[config.mk]
export PLATFORM = sky130hd
export DESIGN_NAME = okl_cell
export DESIGN_NICKNAME = d
export VERILOG_FILES = /design/src/sv/okl_pkg.sv /design/src/sv/okl_cell.sv
export SDC_FILE = /design/constraint.sdc
export NUM_CORES = 1
export LEC_CHECK = 0
export BUFFER_PORTS_ARGS = -buffer_cell sky130_fd_sc_hd__buf_2
export CELL_PAD_IN_SITES_DETAIL_PLACEMENT = 0
export CELL_PAD_IN_SITES_GLOBAL_PLACEMENT = 1
export CORE_MARGIN = 5
export CORE_UTILIZATION = 30
export CTS_CLUSTER_SIZE = 20
export DETAILED_ROUTE_END_ITERATION = 16
export GPL_ROUTABILITY_DRIVEN = 0
export GPL_TIMING_DRIVEN = 0
export PLACE_DENSITY_LB_ADDON = 0.05
export SLEW_MARGIN = 20
export SYNTH_ARGS = -nofsm -noshare
export SYNTH_HDL_FRONTEND = slang
export SYNTH_SLANG_ARGS = --single-unit
[constraint.sdc]
create_clock -name clk_i -period 5.16 [get_ports clk_i]
set_input_delay 0.258 -clock clk_i [delete_from_list [all_inputs] [get_ports clk_i]]
set_output_delay 0.258 -clock clk_i [all_outputs]
set_load 0.05 [all_outputs]
[src/sv/okl_pkg.sv]
// package for the ordered keyed list: field widths, command and status codes,
// controller states and the control word that is broadcast to every cell
// no dependencies
package okl_pkg;

  localparam int unsigned DEPTH_DEF = 32;
  localparam int unsigned CMD_W     = 3;
  localparam int unsigned KEY_W     = 16;
  localparam int unsigned PAY_W     = 32;
  localparam int unsigned STATUS_W  = 2;

  // stream payload widths, padded to whole bytes
  localparam int unsigned IN_DATA_W  = 56;
  localparam int unsigned OUT_DATA_W = 56;

  typedef enum logic [CMD_W-1:0] {
    CMD_APPEND    = 3'd0,
    CMD_DUMP_HEAD = 3'd1,
    CMD_DUMP_TAIL = 3'd2,
    CMD_FIND      = 3'd3,
    CMD_DELETE    = 3'd4
  } cmd_e;

  typedef enum logic [STATUS_W-1:0] {
    STATUS_OK       = 2'd0,
    STATUS_EMPTY    = 2'd1,
    STATUS_NOTFOUND = 2'd2,
    STATUS_FULL     = 2'd3
  } status_e;

  typedef enum logic [1:0] {
    ST_IDLE,
    ST_SEARCH,
    ST_DUMP
  } state_e;

  // operation that every cell performs, broadcast in the control word
  typedef enum logic [2:0] {
    OP_HOLD,
    OP_APPEND,
    OP_ROT_HEAD,
    OP_ROT_TAIL,
    OP_DELETE
  } cell_op_e;

  typedef struct packed {
    logic [PAY_W-1:0] payload;
    logic [KEY_W-1:0] key;
  } entry_t;

  typedef struct packed {
    cell_op_e         op;
    logic             cmp_en;
    logic [KEY_W-1:0] key;
  } cell_ctrl_t;

endpackage

[src/sv/okl_cell.sv]
// one slot of the list: holds an entry, compares its key against the broadcast
// key, loads the broadcast entry on append and moves entries between neighbors on rotate and delete
// depends on okl_pkg
module okl_cell #(
  parameter int unsigned IDX = 0,
  parameter int unsigned CW  = 6
) (
  input  logic               clk_i,
  input  okl_pkg::cell_ctrl_t ctrl_i,
  input  logic [CW-1:0]      count_i,
  input  okl_pkg::entry_t    bus_i,
  input  okl_pkg::entry_t    next_i,
  input  okl_pkg::entry_t    prev_i,
  input  logic               shift_i,
  input  logic               pick_i,
  output okl_pkg::entry_t    entry_o,
  output okl_pkg::entry_t    pick_o,
  output logic               match_o
);
  import okl_pkg::*;

  localparam logic [CW-1:0] MyIdx = CW'(IDX);

  entry_t entry_q, entry_d;
  logic   match_q, match_d;
  logic   occupied, is_tail, is_free;

  assign occupied = MyIdx < count_i;
  assign is_tail  = MyIdx == (count_i - CW'(1));
  assign is_free  = MyIdx == count_i;

  // entry movement
  always_comb begin
    entry_d = entry_q;
    unique case (ctrl_i.op)
      OP_HOLD: entry_d = entry_q;
      OP_APPEND: begin
        if (is_free) entry_d = bus_i;
      end
      OP_ROT_HEAD: begin
        if (is_tail) entry_d = bus_i;
        else if (occupied) entry_d = next_i;
      end
      OP_ROT_TAIL: begin
        if (MyIdx == '0) entry_d = bus_i;
        else if (occupied) entry_d = prev_i;
      end
      OP_DELETE: begin
        if (shift_i) entry_d = next_i;
      end
      default: entry_d = entry_q;
    endcase
  end

  // key compare, captured when a search is accepted
  always_comb begin
    match_d = match_q;
    if (ctrl_i.cmp_en) match_d = occupied && (entry_q.key == ctrl_i.key);
  end

  always_ff @(posedge clk_i) begin
    entry_q <= entry_d;
    match_q <= match_d;
  end

  assign entry_o = entry_q;
  assign match_o = match_q;
  assign pick_o  = pick_i ? entry_q : '0;

endmodule

==> results by group <==
Status
  – Outcome: completed

Cells and area
  – Number of nets in the layout: 866
  – Count of non-filler cells in the finished layout: a little under 900
  – Core occupancy in the finished layout: a little over two fifths
  – Area overhead of the layout relative to synthesis: 37.2%
  – Antenna diodes: 0
  – Ratio of cells with drive above 1 in the final layout: 41.4%

Floorplan
  – Area of the core: ~0.013 sq mm
  – Row Count: 42
  – Initial Util: a little under a third
  – Number of top-level pins: 270
  – Die area: approximately 0.016 sq mm
  – Horiz. Die Dim: ~130 microns
  – Chip height: approximately 130 microns

Pwr
  – Maximum vdd drop: between 0.1 and 0.15 mV
  – Comb pwr share: a little over two fifths
  – Internal power: about 0.86 mW
  – Power density cells: 268 mW/mm^2
  – Share of total power consumed by net switching: 42.6%
  – Tot Pwr: between 1 and 1.5 mW
  – Leak: 2.49 nW
  – Switching power summed over all nets: approximately 0.64 mW
  – Sequential share of power: 34.5%
  – Portion of total power attributed to the clock network: around 23%

Global route
  – Overall routing resource usage: 21.0%
  – Initial antenna violation count: 0
  – Maximum number of pins on one net before global-route repair: 19
  – Global-route wire length before repair: 26.2 mm
  – Number of global-route vias before repair: ~4,600
  – Gr ovfl total: 0

STA
  – Slew of the pin with the lowest slew margin: slightly below 0.8 ns
  – Final Hold Fails: 0
  – Slew Limit Fails: 0
  – Final total negative setup slack: 0 ns
  – Layout Skew: between 0.002 and 0.003 ns
  – Relative slew margins: between 40 and 50%
  – Clock period minus worst slack: around 2.4 ns
  – Final setup violating endpoints: 0
  – Unrepaired setup endpoints after global routing: no
  – Final hold slack: 0.144 ns
  – Post-route clock period utilization: 46.7%
  – Maximum achievable frequency: 415 MHz

Setup path
  – Startpoint Class: input pin
  – Critical path data arrival time: roughly 2.4 ns
  – Critical path endpoint category: register
  – Setup Crit Path Kind: in -> reg
  – Data required time at the worst endpoint: 5.18 ns
  – Highest fanout seen on the critical path: 18

Synth
  – Synth Warn #: 0
  – Number of distinct standard cells referenced by the synthesized netlist: 26
  – Area of the mapped netlist: about 0.0041 sq mm
  – Share of synthesized area occupied by flip-flops and latches: between 30% and 40%
  – Nets in the synthesized netlist: roughly 640
  – Number of synthesized register bits: approximately 50
  – Average cell area after synthesis: around 9 sq um
  – Cell count after synthesis: about 470

Hold path
  – Type of the tightest min-delay check: in -> reg

CTS
  – Hold buffer count at CTS: 0
  – CTS H-tree depth: 2
  – Clock root buffer: sky130_fd_sc_hd__clkbuf_16
  – Clock latency on the worst-skew pair: just over 0.3 ns
  – Clock tree from TritonCTS: built
  – TritonCTS Sinks: 49
  – Buffers inserted during post-CTS setup optimization: 0
  – Max Buffers Root-to-Sink: 2
  – Worst-path clk slew: roughly 0.07 ns
  – CTS Buf Count: 5
  – Number of cells upsized or downsized after cts: 0

Drt
  – Vias per inst: around 5.2
  – Detailed-routing iteration count for the pre-antenna-repair pass: 5
  – Via count: around 4,600
  – Average routed wire per standard cell: 19.8 microns
  – Detailed-route wire length: 17.2 mm
  – Count of unresolved DRC violations after routing: 0
  – Number of violations reported at the end of detailed-routing iteration 0: about 390
  – Antenna violation net count after detailed routing: 0

Placed design
  – Dpl cells: 862
  – Post-detailed-placement half-perimeter wirelength: about 13 mm
  – Quantity of I/O buffers inserted on ports: roughly 220

Flow run
  – Number of max-cap violations: 0
## worst max-delay path, stage by stage
cell	delay, ns
sky130_fd_sc_hd__clkbuf_1	0.44
sky130_fd_sc_hd__clkbuf_1	0.63
sky130_fd_sc_hd__nand2_1	0.20
sky130_fd_sc_hd__o22ai_4	0.63
sky130_fd_sc_hd__buf_16	0.25
## power groups by stage
stage	sequential (mW)	combinational (mW)	clock, mW
floorplan	0.663	0.301	0
global placement	0.529	0.627	0
detailed placement	0.526	0.640	0
CTS	0.518	0.641	0.357
global route	0.523	0.678	0.368
finish	0.517	0.637	0.345
## logic make-up (layout without fill, tap and decap cells)
family / Yosys count / in the layout / share of synthesized area, %
flip-flops: 49 / 49 / 36.0
AO/OA/AOI/OAI: 100 / 100 / 18.4
XOR/XNOR: 16 / 16 / 3.43
AND/OR/NAND/NOR: 204 / 204 / 31.7
buffers and inverters: 96 / 324 / 10.2
multiplexers: 1 / 1 / 0.245
## per-stage QoR
| step | instance area, sq um | worst slack (ns) |
|---|---|---|
| final | 5600 | 2.75 |
| after floorplan | 4080 | 1.20 |
| after detailed placement | 5460 | 2.37 |
| after global routing | 5600 | 2.57 |
| after global placement | 5390 | -0.831 |
| after CTS | 5600 | 2.69 |
## sequential cells by signal, indices dropped and copies added (netlist names)
name	flops
entry_o	48
match_o	1
## cells in the final DEF, fill, tap and decap left out, types with 4 or more instances in the layout
cell type / instances
sky130_fd_sc_hd__nor4_1: 4
sky130_fd_sc_hd__clkbuf_1: 31
sky130_fd_sc_hd__and2_1: 48
sky130_fd_sc_hd__a22o_1: 47
sky130_fd_sc_hd__nor3_2: 40
sky130_fd_sc_hd__edfxtp_1: 49
sky130_fd_sc_hd__clkbuf_16: 5
sky130_fd_sc_hd__xor2_1: 16
sky130_fd_sc_hd__o22ai_1: 48
sky130_fd_sc_hd__inv_1: 48
sky130_fd_sc_hd__buf_6: 5
sky130_fd_sc_hd__buf_2: 227
sky130_fd_sc_hd__nor3_1: 103
## per-layer routing
metal / track usage (%) / part of all wire, %
met1: 26.9 / 42
met2: 36.7 / 50
met3: 4.50 / 7.0
met4: 3.85 / 0.77
met5: 0 / 0
## area by class of cell
class,instances,area [sq um]
fillers,1418,7690
multi-input cells,321,2210
flip-flops and latches,49,1470
repair buffers,220,1150
plain buffers,48,236
well taps,176,220
inverters,48,180
clock buffers,6,129
clock inverters,2,10.0
## cells in the mapped netlist
cell type | n | share of area [%]
sky130_fd_sc_hd__o311a_1 | 1 | 0.25
sky130_fd_sc_hd__o21ai_2 | 1 | 0.21
sky130_fd_sc_hd__mux2i_1 | 1 | 0.25
sky130_fd_sc_hd__nor3_1 | 103 | 13
sky130_fd_sc_hd__a21oi_1 | 1 | 0.12
sky130_fd_sc_hd__nand4_1 | 1 | 0.15
sky130_fd_sc_hd__clkbuf_1 | 30 | 2.8
sky130_fd_sc_hd__o22ai_1 | 49 | 7.5
sky130_fd_sc_hd__nor3_2 | 40 | 9.8
sky130_fd_sc_hd__buf_6 | 5 | 1.4
sky130_fd_sc_hd__inv_1 | 48 | 4.4
sky130_fd_sc_hd__nand2_1 | 2 | 0.18
sky130_fd_sc_hd__nor2_1 | 1 | 0.092
sky130_fd_sc_hd__or4_4 | 1 | 0.28
sky130_fd_sc_hd__nor2b_1 | 2 | 0.31
sky130_fd_sc_hd__buf_2 | 9 | 1.1
sky130_fd_sc_hd__o21a_1 | 1 | 0.18
sky130_fd_sc_hd__buf_1 | 2 | 0.18
sky130_fd_sc_hd__and2_1 | 48 | 7.4
sky130_fd_sc_hd__edfxtp_1 | 49 | 36
sky130_fd_sc_hd__or2_2 | 1 | 0.15
sky130_fd_sc_hd__nor4_1 | 4 | 0.61
sky130_fd_sc_hd__xor2_1 | 16 | 3.4
sky130_fd_sc_hd__nand2b_1 | 1 | 0.15
sky130_fd_sc_hd__buf_4 | 2 | 0.37
sky130_fd_sc_hd__a22o_1 | 47 | 10
## path summary, 6_finish.rpt
kind | start | to | slack [ns] | depth (start not counted)
worst min-delay path | ctrl_i[16] | match_o$_DFFE_PP_ | 0.14 | 1
worst max register to register | entry_o[0]$_DFFE_PP_ | match_o$_DFFE_PP_ | 3.57 | 4
worst min register to register | entry_o[4]$_DFFE_PP_ | match_o$_DFFE_PP_ | 0.95 | 4
worst max-delay path | ctrl_i[19] | entry_o[1]$_DFFE_PP_ | 2.75 | 5
Power figures use the tool's default switching activity.
